`src/hw/rtl/nstp_pkg.sv`:
```
// ----------------------------------------------------------------------------
// nstp_pkg: shared types and constants for the settings text parser
// Transfer payloads, key matching codes, key text tables and defaults.
// ----------------------------------------------------------------------------
package nstp_pkg;

   localparam int LINE_STORE_DEF = 64;

   typedef struct packed {
      logic [7:0] text_byte;
      logic       end_of_text;
   } req_type;

   typedef struct packed {
      logic        address_mode;
      logic [31:0] host_address;
      logic [31:0] subnet_mask;
      logic [31:0] router_address;
      logic [31:0] resolver_address;
   } rsp_type;

   // key matching progress codes
   localparam logic [3:0] KP_START      = 4'd0;
   localparam logic [3:0] KP_MODE       = 4'd1;
   localparam logic [3:0] KP_MDHCP      = 4'd2;
   localparam logic [3:0] KP_MSTATIC    = 4'd3;
   localparam logic [3:0] KP_IP         = 4'd4;
   localparam logic [3:0] KP_MASK       = 4'd5;
   localparam logic [3:0] KP_GW         = 4'd6;
   localparam logic [3:0] KP_DNS        = 4'd7;
   localparam logic [3:0] KP_SET_DHCP   = 4'd8;
   localparam logic [3:0] KP_SET_STATIC = 4'd9;
   localparam logic [3:0] KP_VAL_IP     = 4'd10;
   localparam logic [3:0] KP_VAL_MASK   = 4'd11;
   localparam logic [3:0] KP_VAL_GW     = 4'd12;
   localparam logic [3:0] KP_VAL_DNS    = 4'd13;
   localparam logic [3:0] KP_NONE       = 4'd15;

   localparam logic [8*9-1:0]  KEY_DHCP   = "mode=dhcp";
   localparam logic [8*11-1:0] KEY_STATIC = "mode=static";
   localparam logic [8*3-1:0]  KEY_IP     = "ip=";
   localparam logic [8*8-1:0]  KEY_MASK   = "netmask=";
   localparam logic [8*8-1:0]  KEY_GW     = "gateway=";
   localparam logic [8*4-1:0]  KEY_DNS    = "dns=";

   localparam logic [7:0] CH_LF    = 8'h0A;
   localparam logic [7:0] CH_CR    = 8'h0D;
   localparam logic [7:0] CH_NUL   = 8'h00;
   localparam logic [7:0] CH_DOT   = 8'h2E;
   localparam logic [7:0] CH_ZERO  = 8'h30;
   localparam logic [7:0] CH_NINE  = 8'h39;
   localparam logic [7:0] CH_LOW_M = 8'h6D;
   localparam logic [7:0] CH_LOW_I = 8'h69;
   localparam logic [7:0] CH_LOW_N = 8'h6E;
   localparam logic [7:0] CH_LOW_G = 8'h67;
   localparam logic [7:0] CH_LOW_D = 8'h64;
   localparam logic [7:0] CH_LOW_S = 8'h73;

   localparam logic [7:0]  OCTET_MAX      = 8'd255;
   localparam logic [3:0]  MODE_PREFIX    = 4'd5;
   localparam logic [31:0] MASK_DEFAULT   = 32'hFFFF_FF00;
   localparam logic [31:0] RESOLV_DEFAULT = 32'h0808_0808;

   // length of the key matched in a progress state
   function automatic logic [3:0] key_len(input logic [3:0] kp);
      logic [3:0] len;
      unique case (kp)
         KP_MODE, KP_MDHCP: len = 4'd9;
         KP_MSTATIC:        len = 4'd11;
         KP_IP:             len = 4'd3;
         KP_MASK, KP_GW:    len = 4'd8;
         KP_DNS:            len = 4'd4;
         default:           len = 4'd0;
      endcase
      return len;
   endfunction

   // character of the key at position pos (pos below the key length)
   function automatic logic [7:0] key_char(input logic [3:0] kp, input logic [3:0] pos);
      logic [3:0] sel;
      logic [7:0] ch;
      sel = key_len(kp) - 4'd1 - pos;
      unique case (kp)
         KP_MODE, KP_MDHCP: ch = KEY_DHCP[{sel, 3'b000} +: 8];
         KP_MSTATIC:        ch = KEY_STATIC[{sel, 3'b000} +: 8];
         KP_IP:             ch = KEY_IP[{sel[1:0], 3'b000} +: 8];
         KP_MASK:           ch = KEY_MASK[{sel[2:0], 3'b000} +: 8];
         KP_GW:             ch = KEY_GW[{sel[2:0], 3'b000} +: 8];
         KP_DNS:            ch = KEY_DNS[{sel[1:0], 3'b000} +: 8];
         default:           ch = CH_NUL;
      endcase
      return ch;
   endfunction

   // progress code once the whole key has matched
   function automatic logic [3:0] key_done(input logic [3:0] kp);
      logic [3:0] nxt;
      unique case (kp)
         KP_MDHCP:   nxt = KP_SET_DHCP;
         KP_MSTATIC: nxt = KP_SET_STATIC;
         KP_IP:      nxt = KP_VAL_IP;
         KP_MASK:    nxt = KP_VAL_MASK;
         KP_GW:      nxt = KP_VAL_GW;
         KP_DNS:     nxt = KP_VAL_DNS;
         default:    nxt = KP_NONE;
      endcase
      return nxt;
   endfunction

endpackage

```
`src/hw/rtl/network_settings_text_parser_unit.sv`:
```
// ----------------------------------------------------------------------------
// network_settings_text_parser_unit: streaming network settings parser
// Parses key=value lines byte by byte and reports the settings on the last
// byte of the text, then returns to the default settings.
// ----------------------------------------------------------------------------
// Throughput: one text byte per cycle while no stalled result blocks the input;
//   the per-byte parse step is one register-to-register pass (constant multiply
//   by ten, key compare). Result registered in the cycle after the end_of_text byte.
// Reset: clears the result valid flag and loads the default settings
//   (dhcp, netmask 255.255.255.0, dns 8.8.8.8) and an empty line.
// ----------------------------------------------------------------------------
module network_settings_text_parser_unit #(
   parameter int LINE_STORE = nstp_pkg::LINE_STORE_DEF
) (
   input  logic              clock,
   input  logic              reset,
   input  logic              req_valid,
   output logic              req_stall,
   input  nstp_pkg::req_type req_data,
   output logic              rsp_valid,
   input  logic              rsp_stall,
   output nstp_pkg::rsp_type rsp_data
);
   import nstp_pkg::*;

   localparam int LC_W = $clog2(LINE_STORE);
   localparam logic [LC_W-1:0] LINE_KEEP = LC_W'(LINE_STORE - 1);

   // settings
   logic        mode_ff, mode_in;
   logic [31:0] host_ff, host_in;
   logic [31:0] mask_ff, mask_in;
   logic [31:0] router_ff, router_in;
   logic [31:0] resolver_ff, resolver_in;

   // line parse state
   logic [LC_W-1:0] line_count_ff, line_count_in;
   logic [3:0]      key_ff, key_in;
   logic [7:0]      octet_ff, octet_in;
   logic [1:0]      dot_ff, dot_in;
   logic            seen_ff, seen_in;
   logic            bad_ff, bad_in;
   logic [23:0]     octets_ff, octets_in;

   // result register
   logic    rsp_valid_ff, rsp_valid_in;
   rsp_type rsp_data_ff, rsp_data_in;

   // state after the byte is applied to the line
   logic [LC_W-1:0] lc_n;
   logic [3:0]      key_n;
   logic [7:0]      octet_n;
   logic [1:0]      dot_n;
   logic            seen_n;
   logic            bad_n;
   logic [23:0]     octets_n;

   // line state seen by the line close
   logic [3:0]  fin_key;
   logic [7:0]  fin_octet;
   logic [1:0]  fin_dot;
   logic        fin_seen;
   logic        fin_bad;
   logic [23:0] fin_octets;
   logic        fin_ok;
   logic [31:0] fin_addr;

   logic        take;
   logic        is_term;
   logic        do_finish;
   logic [7:0]  ch;
   logic [3:0]  klen;
   logic [11:0] digit_sum;
   logic        mode_f;
   logic [31:0] host_f, mask_f, router_f, resolver_f;

   assign req_stall = rsp_valid_ff & rsp_stall;
   assign take      = req_valid & ~req_stall;
   assign ch        = req_data.text_byte;
   assign is_term   = (ch == CH_LF) || (ch == CH_CR) || (ch == CH_NUL);
   assign klen      = key_len(key_ff);
   assign digit_sum = {octet_ff, 3'b000} + {3'b000, octet_ff, 1'b0}
                      + {8'd0, ch[3:0] - CH_ZERO[3:0]};

   // one character of a line
   always_comb begin
      lc_n     = line_count_ff;
      key_n    = key_ff;
      octet_n  = octet_ff;
      dot_n    = dot_ff;
      seen_n   = seen_ff;
      bad_n    = bad_ff;
      octets_n = octets_ff;
      if (line_count_ff < LINE_KEEP) begin
         lc_n = line_count_ff + LC_W'(1);
         unique case (key_ff)
            KP_START: begin
               priority if (ch == CH_LOW_M) key_n = KP_MODE;
               else if (ch == CH_LOW_I)     key_n = KP_IP;
               else if (ch == CH_LOW_N)     key_n = KP_MASK;
               else if (ch == CH_LOW_G)     key_n = KP_GW;
               else if (ch == CH_LOW_D)     key_n = KP_DNS;
               else                         key_n = KP_NONE;
            end
            KP_MODE: begin
               priority if (line_count_ff < LC_W'(MODE_PREFIX)) begin
                  if (key_char(key_ff, line_count_ff[3:0]) != ch) key_n = KP_NONE;
               end else if (ch == CH_LOW_D) begin
                  key_n = KP_MDHCP;
               end else if (ch == CH_LOW_S) begin
                  key_n = KP_MSTATIC;
               end else begin
                  key_n = KP_NONE;
               end
            end
            KP_MDHCP, KP_MSTATIC, KP_IP, KP_MASK, KP_GW, KP_DNS: begin
               priority if (line_count_ff >= LC_W'(klen)
                            || key_char(key_ff, line_count_ff[3:0]) != ch) begin
                  key_n = KP_NONE;
               end else if (line_count_ff + LC_W'(1) == LC_W'(klen)) begin
                  key_n = key_done(key_ff);
               end else begin
                  key_n = key_ff;
               end
            end
            KP_VAL_IP, KP_VAL_MASK, KP_VAL_GW, KP_VAL_DNS: begin
               if (!bad_ff) begin
                  priority if (ch >= CH_ZERO && ch <= CH_NINE) begin
                     if (digit_sum > {4'd0, OCTET_MAX}) begin
                        bad_n = 1'b1;
                     end else begin
                        octet_n = digit_sum[7:0];
                        seen_n  = 1'b1;
                     end
                  end else if (ch == CH_DOT) begin
                     if (!seen_ff || dot_ff == 2'd3) begin
                        bad_n = 1'b1;
                     end else begin
                        octets_n = {octets_ff[15:0], octet_ff};
                        dot_n    = dot_ff + 2'd1;
                        octet_n  = '0;
                        seen_n   = 1'b0;
                     end
                  end else begin
                     bad_n = 1'b1;
                  end
               end
            end
            default: begin
               key_n = key_ff;
            end
         endcase
      end
   end

   // line close: a terminator closes the stored line, the last byte the updated one
   always_comb begin
      fin_key    = is_term ? key_ff : key_n;
      fin_octet  = is_term ? octet_ff : octet_n;
      fin_dot    = is_term ? dot_ff : dot_n;
      fin_seen   = is_term ? seen_ff : seen_n;
      fin_bad    = is_term ? bad_ff : bad_n;
      fin_octets = is_term ? octets_ff : octets_n;
      fin_ok     = ~fin_bad & fin_seen & (fin_dot == 2'd3);
      fin_addr   = {fin_octets, fin_octet};
      do_finish  = is_term | req_data.end_of_text;

      mode_f     = mode_ff;
      host_f     = host_ff;
      mask_f     = mask_ff;
      router_f   = router_ff;
      resolver_f = resolver_ff;
      if (do_finish) begin
         unique case (fin_key)
            KP_SET_DHCP:   mode_f = 1'b0;
            KP_SET_STATIC: mode_f = 1'b1;
            KP_VAL_IP:     if (fin_ok) host_f = fin_addr;
            KP_VAL_MASK:   if (fin_ok) mask_f = fin_addr;
            KP_VAL_GW:     if (fin_ok) router_f = fin_addr;
            KP_VAL_DNS:    if (fin_ok) resolver_f = fin_addr;
            default:       mode_f = mode_ff;
         endcase
      end
   end

   always_comb begin
      mode_in       = mode_ff;
      host_in       = host_ff;
      mask_in       = mask_ff;
      router_in     = router_ff;
      resolver_in   = resolver_ff;
      line_count_in = line_count_ff;
      key_in        = key_ff;
      octet_in      = octet_ff;
      dot_in        = dot_ff;
      seen_in       = seen_ff;
      bad_in        = bad_ff;
      octets_in     = octets_ff;
      rsp_valid_in  = rsp_valid_ff & rsp_stall;
      rsp_data_in   = rsp_data_ff;
      if (take) begin
         if (do_finish) begin
            line_count_in = '0;
            key_in        = KP_START;
            octet_in      = '0;
            dot_in        = '0;
            seen_in       = 1'b0;
            bad_in        = 1'b0;
            octets_in     = '0;
         end else begin
            line_count_in = lc_n;
            key_in        = key_n;
            octet_in      = octet_n;
            dot_in        = dot_n;
            seen_in       = seen_n;
            bad_in        = bad_n;
            octets_in     = octets_n;
         end
         if (req_data.end_of_text) begin
            // report, then go back to the defaults
            rsp_valid_in                 = 1'b1;
            rsp_data_in.address_mode     = mode_f;
            rsp_data_in.host_address     = host_f;
            rsp_data_in.subnet_mask      = mask_f;
            rsp_data_in.router_address   = router_f;
            rsp_data_in.resolver_address = resolver_f;
            mode_in                      = 1'b0;
            host_in                      = '0;
            mask_in                      = MASK_DEFAULT;
            router_in                    = '0;
            resolver_in                  = RESOLV_DEFAULT;
         end else begin
            mode_in     = mode_f;
            host_in     = host_f;
            mask_in     = mask_f;
            router_in   = router_f;
            resolver_in = resolver_f;
         end
      end
   end

   always_ff @(posedge clock) begin
      if (reset) begin
         mode_ff       <= 1'b0;
         host_ff       <= '0;
         mask_ff       <= MASK_DEFAULT;
         router_ff     <= '0;
         resolver_ff   <= RESOLV_DEFAULT;
         line_count_ff <= '0;
         key_ff        <= KP_START;
         octet_ff      <= '0;
         dot_ff        <= '0;
         seen_ff       <= 1'b0;
         bad_ff        <= 1'b0;
         octets_ff     <= '0;
         rsp_valid_ff  <= 1'b0;
      end else begin
         mode_ff       <= mode_in;
         host_ff       <= host_in;
         mask_ff       <= mask_in;
         router_ff     <= router_in;
         resolver_ff   <= resolver_in;
         line_count_ff <= line_count_in;
         key_ff        <= key_in;
         octet_ff      <= octet_in;
         dot_ff        <= dot_in;
         seen_ff       <= seen_in;
         bad_ff        <= bad_in;
         octets_ff     <= octets_in;
         rsp_valid_ff  <= rsp_valid_in;
      end
   end

   always_ff @(posedge clock) begin
      rsp_data_ff <= rsp_data_in;
   end

   assign rsp_valid = rsp_valid_ff;
   assign rsp_data  = rsp_data_ff;

endmodule

```
`config.mk`:
```
export PLATFORM = sky130hd
export DESIGN_NAME = network_settings_text_parser_unit
export DESIGN_NICKNAME = d
export VERILOG_FILES = /design/src/hw/rtl/nstp_pkg.sv /design/src/hw/rtl/network_settings_text_parser_unit.sv
export SDC_FILE = /design/constraint.sdc
export NUM_CORES = 1
export LEC_CHECK = 0
export ABC_AREA = 1
export BUFFER_PORTS_ARGS = -buffer_cell sky130_fd_sc_hd__buf_2
export CELL_PAD_IN_SITES_DETAIL_PLACEMENT = 1
export CELL_PAD_IN_SITES_GLOBAL_PLACEMENT = 2
export CORE_ASPECT_RATIO = 1.25
export CORE_MARGIN = 2
export CORE_UTILIZATION = 30
export CTS_CLUSTER_SIZE = 16
export DETAILED_ROUTE_END_ITERATION = 8
export PLACE_DENSITY_LB_ADDON = 0.1
export SETUP_SLACK_MARGIN = 0.02
export SLEW_MARGIN = 20
export SYNTH_ARGS = -nofsm -noshare
export SYNTH_HDL_FRONTEND = slang
export SYNTH_SLANG_ARGS = --single-unit
```
`constraint.sdc`:
```
create_clock -name clock -period 16.35 [get_ports clock]
set_input_delay 0.8175 -clock clock [delete_from_list [all_inputs] [get_ports clock]]
set_output_delay 0.8175 -clock clock [all_outputs]
set_load 0.005 [all_outputs]
```
Word-level counts from Yosys, hierarchy flattened
Index checks and enable logic that the tools add are counted.
{ "word_totals": {"out_inout_bits": 131, "inputBits": 13, "register_bits": 305, "wordCells": 192} }
{ "op_classes": {"n_mux": 95, "bitwise": 7, "order_cmp": 6, "add_sub_neg": 8, "eq_ne": 31, "n_reduce_logical": 15, "shift": 12} }
{ "op_table": {"columns": ["operator", "n"], "rows": [
  ["$mux 32", 16],
  ["$shiftx 64x7->8 const A", 4],
  ["$mux 24", 8],
  ["$shiftx 88x8->8 const A", 2],
  ["$shiftx 72x8->8 const A", 2],
  ["$mux 8", 14],
  ["$pmux 8 s6", 2],
  ["$mux 4", 19],
  ["$shiftx 32x6->8 const A", 2],
  ["$eq 8x7->1 const B", 6],
  ["$shiftx 24x6->8 const A", 2],
  ["$eq 4x4->1 const B", 10],
  ["$mux 1", 22],
  ["$pmux 4 s5", 1],
  ["$pmux 3 s6", 1],
  ["$eq 4x3->1 const B", 4],
  ["$eq 8x4->1 const B", 2],
  ["$mux 2", 8],
  ["$ne 8x8->1", 2],
  ["$add 11x9->12", 1],
  ["$add 12x4->12", 1],
  ["$gt 12x8->1 const B", 1],
  ["$mux 6", 2],
  ["$pmux 4 s3", 1],
  ["28 further kinds", 41]
]} }

Longest topological paths before layout
Gate-level depths: netlist of run 1.
{ "logic_depth": {"word_depth": 23, "depth_mapped": 34, "mapped_depth_nobuf": 32} }

Worst setup path before layout of run 1
OpenSTA, ideal clock, no wires.
{ "synth_timing": {"kind": "input-to-reg", "from": "in rsp_stall", "to": "reg rsp_data_ff, in the netlist rsp_data[0], enable pin", "arrival_time_ns": 6.751, "stages": 5, "setup_slack_ns": 8.978, "t_required_ns": 15.730, "cell_sequence": "nand2_1 > nand2_1 > clkbuf_1 > clkbuf_1 > nor2_1"} }
{ "synth_via": {"elab_chain_len": 4} }
{ "synth_rtl": {"columns": ["element", "line_no", "text"], "rows": [
  ["start: declaration", "network_settings_text_parser_unit.sv:21", "input logic rsp_stall,"],
  ["$and 1x1->1", "network_settings_text_parser_unit.sv:77", "assign req_stall = rsp_valid_ff & rsp_stall;"],
  ["$not 1->1", "network_settings_text_parser_unit.sv:78", "assign take = req_valid & ~req_stall;"],
  ["$and 1x1->1", "network_settings_text_parser_unit.sv:78", null],
  ["$reduce_and 2->1 (no line)", null, null],
  ["end signal: assignment", "network_settings_text_parser_unit.sv:275", "rsp_data_ff <= rsp_data_in;"],
  ["end: declaration", "network_settings_text_parser_unit.sv:47", "rsp_type rsp_data_ff, rsp_data_in;"]
]} }
Every way passes these cells.
A chain may end at the register's enable or synchronous reset.

Final worst setup path of run 1
{ "layout_timing": {"from": "reg key_ff[1]", "to": "reg rsp_data_ff, in the netlist rsp_data[11], data pin"} }
{ "layout_via": {"elab_chain_len": 22, "elab_cells_between_ends": 78, "classes_between": "add/sub: 4; order compare: 1; eq/ne: 16; shift: 12; mux: 36; bitwise: 3; reduce/logical: 6"} }
{ "layout_rtl": {"columns": ["element", "line_no", "text"], "rows": [
  ["start: declaration", "network_settings_text_parser_unit.sv:38", "logic [3:0] key_ff, key_in;"],
  ["start signal: assignment", "network_settings_text_parser_unit.sv:264", "key_ff <= key_in;"],
  ["$eq 4x3->1, or another cell as far along", null, null],
  ["$reduce_or 2->1 (on tied branches)", "nstp_pkg.sv:67, nstp_pkg.sv:83", null],
  ["$pmux 4 s5", "nstp_pkg.sv:67", "unique case (kp)"],
  ["$mux 4", "network_settings_text_parser_unit.sv:106", "priority if (line_count_ff < LC_W'(MODE_PREFIX)) begin"],
  ["$mux 4", "network_settings_text_parser_unit.sv:96", "unique case (key_ff)"],
  ["$mux 4", "network_settings_text_parser_unit.sv:94", "if (line_count_ff < LINE_KEEP) begin"],
  ["$sub 4x1->4", "nstp_pkg.sv:82", "sel = key_len(kp) - 4'd1 - pos;"],
  ["$sub 4x4->4", "nstp_pkg.sv:82", null],
  ["(+7 left out)", null, null],
  ["$mux 4", "network_settings_text_parser_unit.sv:106", null],
  ["$pmux 4 s3", "network_settings_text_parser_unit.sv:96", null],
  ["$mux 4", "network_settings_text_parser_unit.sv:94", null],
  ["$mux 4", "network_settings_text_parser_unit.sv:158", "fin_key = is_term ? key_ff : key_n;"],
  ["$eq 4x4->1", "network_settings_text_parser_unit.sv:174", "unique case (fin_key)"],
  ["$mux 32 (*)", "network_settings_text_parser_unit.sv:174", null],
  ["$mux 32 (*)", "network_settings_text_parser_unit.sv:173", "if (do_finish) begin"],
  ["net resolver_f[11]", "network_settings_text_parser_unit.sv:75", "logic [31:0] host_f, mask_f, router_f, resolver_f;"]
]} }
Mark *: on every way through the listed nets, which the timed path passes. The rest lies on a longest branch. The select of a mux whose other input is x is not followed.

==> metrics.txt, run 1 <==
run status=finished, final reports clean; Root Buffer=clkbuf_16; unrepaired setup endpoints after global routing=false; cts hold-fix bufs=0; Nets=2,092; TritonRoute pass-1 iters=5; Post-synth ARST share=0; CTS sink cnt=305; first-pass GRT wire length=80.65 mm; Post-Syn Instances=1,941; Yosys top cell area share=0.2548; sequential-to-total area share from yosys stat=0.4866; period utilisation layout=0.3701; RD Place Congestion=0.7859; Routed Antenna Nets=0; post-route setup TNS=0 ps; layout cells sized above 1=0.1357; CP arrival=6340 ps; CP startpoint kind=flip-flop; max frequency=165.2 MHz; initial antenna violation count=0; Hold WC Path Type=flip-flop to flip-flop; buffers added on ports=143; Final setup violation count=0; slowest CP cell=nor2_4; mapped cell area=0.01520 sq mm; syn_nets=1,990; buffers and inverters on the worst path=5; syn avg cell area=7.832 sq um; Vias/cell=4.834; H-tree depth=2; Max-Cap Viols=0; die span in x=205.3 um; Final WS setup=10,300 ps; most common cell after layout, fill and taps aside=nand2_1; die height=255.7 um; most frequent cells in the layout=nand2_1, inv_1, dfxtp_1, a21oi_1, buf_2; I/O Pins=144; Cell Pwr Density=110.7 mW/mm^2; #FFs+latches synth=305; Vias=13,187; largest stage delay on the critical path=740 ps; worst skew pair latency=540 ps; Primary FF master, synth=dfxtp_1; # diodes=0; die area=0.05250 sq mm; Crit path top cell by count=nand2_1; Post-CTS Setup Bufs=0; Max Clock Skew=24.38 ps; post-synth top area cell=edfxtp_1; CTS Buf Count=35; Slew @ Worst Pin=1135 ps; Setup crit end kind=flip-flop; FP Rows=92; Routed WL=52.07 mm; fin. max-slew vios=0; slew margin rel.=0.2352; Leak=7.270 nW; total global-route track usage=0.1986; GRT overflow=0; post-cts resize count=0; WL/cell=19.09 um; clock transition at the registers of the reported paths=60 ps; YS warnings=0; crit path max fanout=33; layout overhead on the synthesized area=16.22%; largest net degree at the start of global routing=90; Max IR drop VDD=0.07618 mV; Setup WS pre-CTS=9876 ps; ranking of synthesized cells by area=edfxtp_1, dfxtp_1, nand2_1; CTS tree=yes; initial drt markers=632; core footprint=0.05030 sq mm; Post-synth EDFFs=129; vias in the first global route=13,697; minimum clock period=6052 ps; required time worst endpoint=16,640 ps; number of remaining DRC errors=0; Setup CP Type=flip-flop to flip-flop; Yosys cell types=52; cell family with most CP delay=simple AND/OR/NAND/NOR gates; Final Hold Viols=0; Bufs on Longest Clock Path=3; Final HPWL DP=35.61 mm; initial core utilization=0.3022
synthesized netlist by cell type, types with 3 or more instances:
| library cell | n |
|---|---|
| nand2_1 | 664 |
| inv_1 | 191 |
| dfxtp_1 | 176 |
| a21oi_1 | 170 |
| nand3_1 | 136 |
| edfxtp_1 | 129 |
| nor2_1 | 99 |
| o21ai_0 | 45 |
| clkbuf_1 | 41 |
| ha_1 | 33 |
| o21bai_1 | 27 |
| nand4_1 | 23 |
| buf_2 | 22 |
| o22ai_1 | 20 |
| and2_1 | 14 |
| buf_4 | 11 |
| nand2_2 | 11 |
| o21ai_1 | 11 |
| xor2_1 | 10 |
| buf_1 | 9 |
| buf_6 | 8 |
| inv_2 | 7 |
| nand2_4 | 7 |
| nor3_1 | 7 |
| or2_2 | 7 |
| nor2_4 | 6 |
| nand3_2 | 5 |
| dlygate4sd1_1 | 4 |
| dlygate4sd3_1 | 4 |
| nand3_4 | 4 |
| nor4_1 | 4 |
| a31oi_1 | 3 |
| fa_1 | 3 |
| nand3b_1 | 3 |
| nor2_2 | 3 |
| xnor2_1 | 3 |
registers in the layout (all words and copies together) (netlist names), 2 cells and up:
name and flops:
mask_ff 32, router_ff 32, rsp_data 129, line_count_ff 6, octets_ff 24, octet_ff 8
dot_ff 2, key_ff 4, host_ff 32, resolver_ff 32
worst paths after layout:
| kind | from | to | cells after the start | slack (ps) |
|---|---|---|---|---|
| worst max-delay path | key_ff[1]$_SDFFE_PP0P_ | rsp_data[11]$_DFFE_PP_ | 28 | 10300 |
| worst min-delay path | host_ff[27]$_SDFFE_PP0P_ | host_ff[27]$_SDFFE_PP0P_ | 2 | 460 |
| worst max register to register | key_ff[1]$_SDFFE_PP0P_ | rsp_data[11]$_DFFE_PP_ | 28 | 10300 |
| worst min register to register | host_ff[27]$_SDFFE_PP0P_ | host_ff[27]$_SDFFE_PP0P_ | 2 | 460 |
tightest hold or removal path: stages (launching register included):
cell and delay [ps]:
dfxtp_1 300, nand2_1 60, a21oi_1 50
cell type report:
type / instances / area (sq um)
clock inverter: 21 / 352.8
fill: 6103 / 32640
tap: 658 / 823.3
clock buffer: 43 / 925.9
sequential: 305 / 7397
timing repair buffer: 164 / 875.8
multi-input combinational: 1336 / 6531
inverter: 201 / 762.0
per-stage QoR:
| stage | power, mW | hold WS [ps] | instances | util | cell area [sq um] |
|---|---|---|---|---|---|
| after CTS | 1.985 | 463.9 | 2728 | 0.3512 | 17670 |
| after detailed placement | 1.089 | 454.5 | 2664 | 0.3258 | 16390 |
| final | 1.955 | 462.0 | 2728 | 0.3512 | 17670 |
| after global placement | 1.089 | 446.0 | 2664 | 0.3258 | 16390 |
| after global routing | 2.038 | 479.4 | 2728 | 0.3512 | 17670 |
| after floorplan | 1.013 | 437.1 | 1941 | - | 15200 |
power by group:
part | switching, mW | total (mW) | internal, mW | leakage [nW]
clock | 0.338 | 0.887 | 0.549 | 0.610
combinational | 0.188 | 0.246 | 0.0579 | 4.09
sequential | 0.00997 | 0.822 | 0.812 | 2.57
total | 0.536 | 1.96 | 1.42 | 7.27
logic make-up (layout without fill, tap and decap cells):
family,count (synthesis),after routing,share of synthesized area
AO/OA/AOI/OAI,288,288,0.1036
multiplexers,3,3,0.002140
XOR/XNOR,13,13,0.007490
flip-flops,305,305,0.4866
adder cells (fa/ha/maj),36,36,0.03111
buffers and inverters,300,429,0.08601
AND/OR/NAND/NOR,996,996,0.2830
layer usage:
layer  up-vias  part of all wire  track usage
met5         -                 0            0
met4         0             0.034      0.06835
met3        74             0.024      0.02024
met2       177              0.51       0.3584
met1      6464              0.43       0.2436
li1       6472                 -            -
No activity file was read; power rests on OpenSTA's default activity.
==> inputs of run 2 (changes only) <==
- clock period: 16.35 -> 5.8 ns (I/O delays scaled with it)
==> run 2 against run 1 <==
Die area stayed put. Sequential power grew to 2.8 times the previous value. Core utilization hardly changed. Via count is 0.30% higher. Cell area is 0.11% lower. Clock skew is 5.0 ps lower. Worst setup slack worse by 9400 ps. Non-clock buffer count is 10 higher. Critical path depth stayed put. Clock power grew to 2.5 times the previous value. First-iteration DRC count is 15% lower. Combinational power grew to 2.9 times the previous value. Critical endpoint is now rsp_data[13]$_DFFE_PP_. Highest routed layer is now met5.
==> metrics.txt, run 2 (synthesized netlist as in run 1, its figures left out) <==
run status=finished, final reports clean; CP arrival=5190 ps (-1150 ps); Final WS setup=883.5 ps (-9415 ps); layout overhead on the synthesized area=16.09%; initial antenna violation count=1 (+1); Largest register FFs=129 (unchanged); die height=255.7 um (unchanged); Vias=13,226 (+0.30%); FP Rows=92 (unchanged); buffers added on ports=143 (unchanged); I/O Pins=144 (unchanged); most frequent cells in the layout=nand2_1, inv_1, dfxtp_1, a21oi_1, buf_2; Slew @ Worst Pin=1095 ps (-40.37 ps); period utilisation layout=0.8477 (+0.4775); Max IR drop VDD=0.1633 mV (+110%); Setup WS pre-CTS=885.0 ps (-8991 ps); max frequency=203.4 MHz (+23%); first-pass GRT wire length=81.61 mm (+1.2%); total power=5.288 mW (+170%); Vias/cell=4.832 (about the same); slew margin rel.=0.2624 (+0.02719); Crit path top cell by count=nand2_1; Core Util, Final=0.3508 (-0.0003980); cts hold-fix bufs=0 (unchanged); post-route setup TNS=0 ps (unchanged); Root Buffer=clkbuf_16; die area=0.05250 sq mm (unchanged); CTS tree=yes; crit path max fanout=22 (-33%); Hold WC Path Type=input port to flip-flop; Setup CP Type=flip-flop to flip-flop; most common cell after layout, fill and taps aside=nand2_1; number of remaining DRC errors=0 (unchanged); # diodes=0 (unchanged); Final setup violation count=0 (unchanged); H-tree depth=2 (unchanged); clock transition at the registers of the reported paths=60 ps (about the same); Cell Pwr Density=299.7 mW/mm^2 (+170%); initial drt markers=537 (-15%); worst skew pair latency=530 ps (about the same); core footprint=0.05030 sq mm (unchanged); CTS Buf Count=35 (unchanged); largest stage delay on the critical path=770 ps (+30 ps); minimum clock period=4916 ps (-1135 ps); final hold slack=261.9 ps (-200.1 ps); TritonRoute pass-1 iters=5 (unchanged); Bufs on Longest Clock Path=3 (unchanged); unrepaired setup endpoints after global routing=false; Setup crit end kind=flip-flop; CTS sink cnt=305 (unchanged); WL/cell=19.31 um (+1.2%); Max Clock Skew=19.34 ps (-5.032 ps); slowest CP cell=fa_1; largest net degree at the start of global routing=130 (+44%); GRT overflow=0 (unchanged); Final HPWL DP=36.94 mm (+3.7%); layout cells sized above 1=0.1347 (-0.001069); initial core utilization=0.3022 (unchanged); fin. max-slew vios=0 (unchanged); Post-CTS Setup Bufs=0 (unchanged); die span in x=205.3 um (unchanged); CP startpoint kind=flip-flop; Leak=7.283 nW (+0.18%); RD Place Congestion=0.8291 (+5.5%); Routed Antenna Nets=0 (unchanged); Max-Cap Viols=0 (unchanged); post-cts resize count=0 (unchanged); vias in the first global route=13,864 (+1.2%); total global-route track usage=0.2018 (+0.003174); required time worst endpoint=6070 ps (-10,570 ps); Routed WL=52.86 mm (+1.5%); Final Hold Viols=0 (unchanged); Nets=2,102 (+0.48%)
run 2: routing by layer:
layer | part of all wire | track usage | up-vias
met4 | 0.030 | 0.06475 | 2
met2 | 0.52 | 0.3762 | 198
met3 | 0.034 | 0.02394 | 72
met1 | 0.41 | 0.2369 | 6448
met5 | 0.00034 | 0 | -
li1 | - | - | 6506
run 2: where the power goes:
part | switching, mW | internal [mW]
logic | 0.530 | 0.187
registers | 0.0290 | 2.29
clock network | 0.902 | 1.35
total | 1.46 | 3.83
run 2: per-stage QoR:
stage	area (sq um)	std cells
floorplan	15200	1941
global placement	16510	2674
detailed placement	16510	2674
CTS	17650	2737
global route	17650	2737
finish	17650	2737
run 2: cell type report:
cell class	instances	area [sq um]
inverter	201	762.0
clock buffer	52	982.2
timing repair buffer	174	1001
tap	658	823.3
clock inverter	11	151.4
fill	6070	32660
sequential	305	7397
multi-input combinational	1336	6531
run 2: path summary, 6_finish.rpt:
path / from / to / slack (ps) / cells after the start
min reg2reg: mode_ff$_SDFFE_PP0P_ / mode_ff$_SDFFE_PP0P_ / 460 / 2
min: req_data[0] / mode_ff$_SDFFE_PP0P_ / 260 / 4
max reg2reg: key_ff[1]$_SDFFE_PP0P_ / rsp_data[13]$_DFFE_PP_ / 880 / 28
max: key_ff[1]$_SDFFE_PP0P_ / rsp_data[13]$_DFFE_PP_ / 880 / 28
run 2: critical path, delay by kind of cell (launching register included):
kind | cells | cell delay [ps]
buffers and inverters | 4 | 830
AND/OR/NAND/NOR | 21 | 2300
AO/OA/AOI/OAI | 2 | 230
flip-flops | 1 | 550
adder cells (fa/ha/maj) | 1 | 770
==> inputs of run 3 (changes only) <==
- clock period: 5.8 -> 4.5 ns (I/O delays scaled with it)
==> run 3 against run 2 <==
Critical path depth up 2. Register-to-register slack worse by 620 ps. Flip-flop and latch count unchanged. Largest power group is now clock. Routed wire length up 0.86%. Worst setup slack worse by 620 ps.
==> metrics.txt, run 3 (synthesized netlist as in run 1, its figures left out) <==
die span in x=205.3 um (unchanged); initial core utilization=0.3022 (unchanged); R2R Path End=rsp_data[104]$_DFFE_PP_; Vias/cell=4.814 (-0.37%); die height=255.7 um (unchanged); Routed Antenna Nets=0 (unchanged); Routed WL=53.31 mm (+0.86%); Cell Pwr Density=384.1 mW/mm^2 (+28%); CTS sink cnt=305 (unchanged); most frequent cells in the layout=nand2_1, inv_1, dfxtp_1, a21oi_1, buf_2; CP startpoint kind=flip-flop; vias in the first global route=14,046 (+1.3%); Final Hold Viols=0 (unchanged); Root Buffer=clkbuf_16; slew margin rel.=0.3318 (+0.06939); die area=0.05250 sq mm (unchanged); minimum clock period=4239 ps (-678.0 ps); slowest CP cell=fa_2; crit path to=rsp_data[104]$_DFFE_PP_; total global-route track usage=0.1997 (-0.002121); FP Rows=92 (unchanged); Worst R2R Path Depth=30 (+7.1%); Bufs on Longest Clock Path=3 (unchanged); most common cell after layout, fill and taps aside=nand2_1; TritonRoute pass-1 iters=5 (unchanged); Slew @ Worst Pin=998.5 ps (-96.30 ps); CP arrival=4520 ps (-670 ps); Final HPWL DP=37.19 mm (+0.68%); post-placement cell area=0.01713 sq mm (+3.7%); total power=7.191 mW (+36%); GRT overflow=0 (unchanged); Largest register FFs=129 (unchanged); CTS tree=yes; Final setup violation count=0 (unchanged); core footprint=0.05030 sq mm (unchanged); NetSw=2.005 mW (+37%); Max-Cap Viols=0 (unchanged); Crit path top cell by count=nand2_1; Nets=2,184 (+3.9%); layout cells sized above 1=0.1907 (+0.05597); period utilisation layout=0.9419 (+0.09422); reg2reg setup slack=260 ps (-620 ps); I/O Pins=144 (unchanged); initial antenna violation count=0 (-1); Max IR drop VDD=0.2240 mV (+37%); Max Clock Skew=13.92 ps (-5.425 ps); layout overhead on the synthesized area=23.16%; required time worst endpoint=4780 ps (-1290 ps); run status=finished, final reports clean; RD Place Congestion=0.8251 (-0.48%); largest stage delay on the critical path=690 ps (-80 ps); worst skew pair latency=540 ps (about the same); Vias=13,572 (+2.6%); Setup CP Type=flip-flop to flip-flop; clock transition at the registers of the reported paths=60 ps (about the same); WL/cell=18.91 um (-2.1%); fin. max-slew vios=0 (unchanged); switching fraction of total power=0.2789 (+0.002639); hold_sp=rsp_stall; buffers added on ports=143 (unchanged); number of remaining DRC errors=0 (unchanged); initial drt markers=613 (+14%); Int Pwr=5.186 mW (+35%); largest net degree at the start of global routing=136 (+4.6%); H-tree depth=2 (unchanged); combinational power share=0.157 (+0.021); first-pass GRT wire length=81.25 mm (-0.45%); Leak=7.792 nW (+7.0%); Worst setup startpoint=key_ff[2]$_SDFFE_PP0P_; max frequency=235.9 MHz (+16%); Clk pwr share=0.428 (+0.002); crit path max fanout=10 (-55%); R2R Path Start=key_ff[2]$_SDFFE_PP0P_; Setup crit end kind=flip-flop; # diodes=0 (unchanged); Hold WC Path Type=input port to flip-flop; fin area=0.01872 sq mm (+6.1%); Seq pwr share=0.415 (-0.023); final hold slack=96.57 ps (-165.4 ps); CTS Buf Count=36 (+2.9%)
[run 3: repair_timing]
| action | in CTS | in global routing |
|---|---|---|
| gates resized for setup | 0 | 66 |
| hold buffers | 1 | 0 |
| setup endpoints to repair | 0 | 258 |
| endpoints found under the hold margin | 8 | 0 |
| setup buffers | 0 | 13 |
[run 3: worst min-delay path by stage]
stage                     depth (start not counted)                            to
after floorplan                                   2      mask_ff[10]$_SDFFE_PP1P_
after global placement                            2  resolver_ff[27]$_SDFFE_PP1P_
after detailed placement                          2       host_ff[0]$_SDFFE_PP0P_
after CTS                                         5          rsp_valid$_SDFF_PP0_
after global routing                              5          rsp_valid$_SDFF_PP0_
final                                             5          rsp_valid$_SDFF_PP0_
[run 3: layout make-up]
| class | instances | area [sq um] |
|---|---|---|
| timing repair inverter | 1 | 7.507 |
| clock inverter | 21 | 265.3 |
| tap | 658 | 823.3 |
| clock buffer | 43 | 948.4 |
| sequential | 305 | 7407 |
| inverter | 201 | 772.0 |
| fill | 6016 | 31580 |
| timing repair buffer | 254 | 1847 |
| multi-input combinational | 1336 | 6653 |
[run 3: metrics by stage]
step                      setup WS (ps)  TNS (ps)  instances    util
after global routing             -34.87    -383.5       2819  0.3722
final                             261.5         0       2819  0.3722
after detailed placement          92.46         0       2737  0.3404
after global placement            160.9         0       2737  0.3404
after floorplan                   650.5         0       1941       -
after CTS                         67.38         0       2802  0.3648
[run 3: metal layers]
layer | GRT usage | wire length, um | vias to the layer above
met1 | 0.2382 | 22750 | 6656
met3 | 0.02419 | 1453 | 65
met2 | 0.3721 | 27830 | 194
met4 | 0.05416 | 1273 | 0
met5 | 0 | 0 | -
li1 | - | - | 6657
[run 3: power groups by stage]
stage          combinational, mW  sequential (mW)  clock, mW
6_report                    1.13             2.98       3.07
3_5_place_dp                1.03             3.04          0
4_1_cts                     1.04             2.98       3.16
3_3_place_gp                1.03             3.04          0
2_1_floorplan              0.632             3.04          0
5_1_grt                     1.24             2.99       3.28
[run 3: worst max-delay path: cells and delay by family (launching register included)]
family / cells / cell delay (ps)
compound gates: 1 / 130
fa+ha+maj: 1 / 690
buf+inv: 9 / 960
flops: 1 / 400
simple gates: 19 / 1790
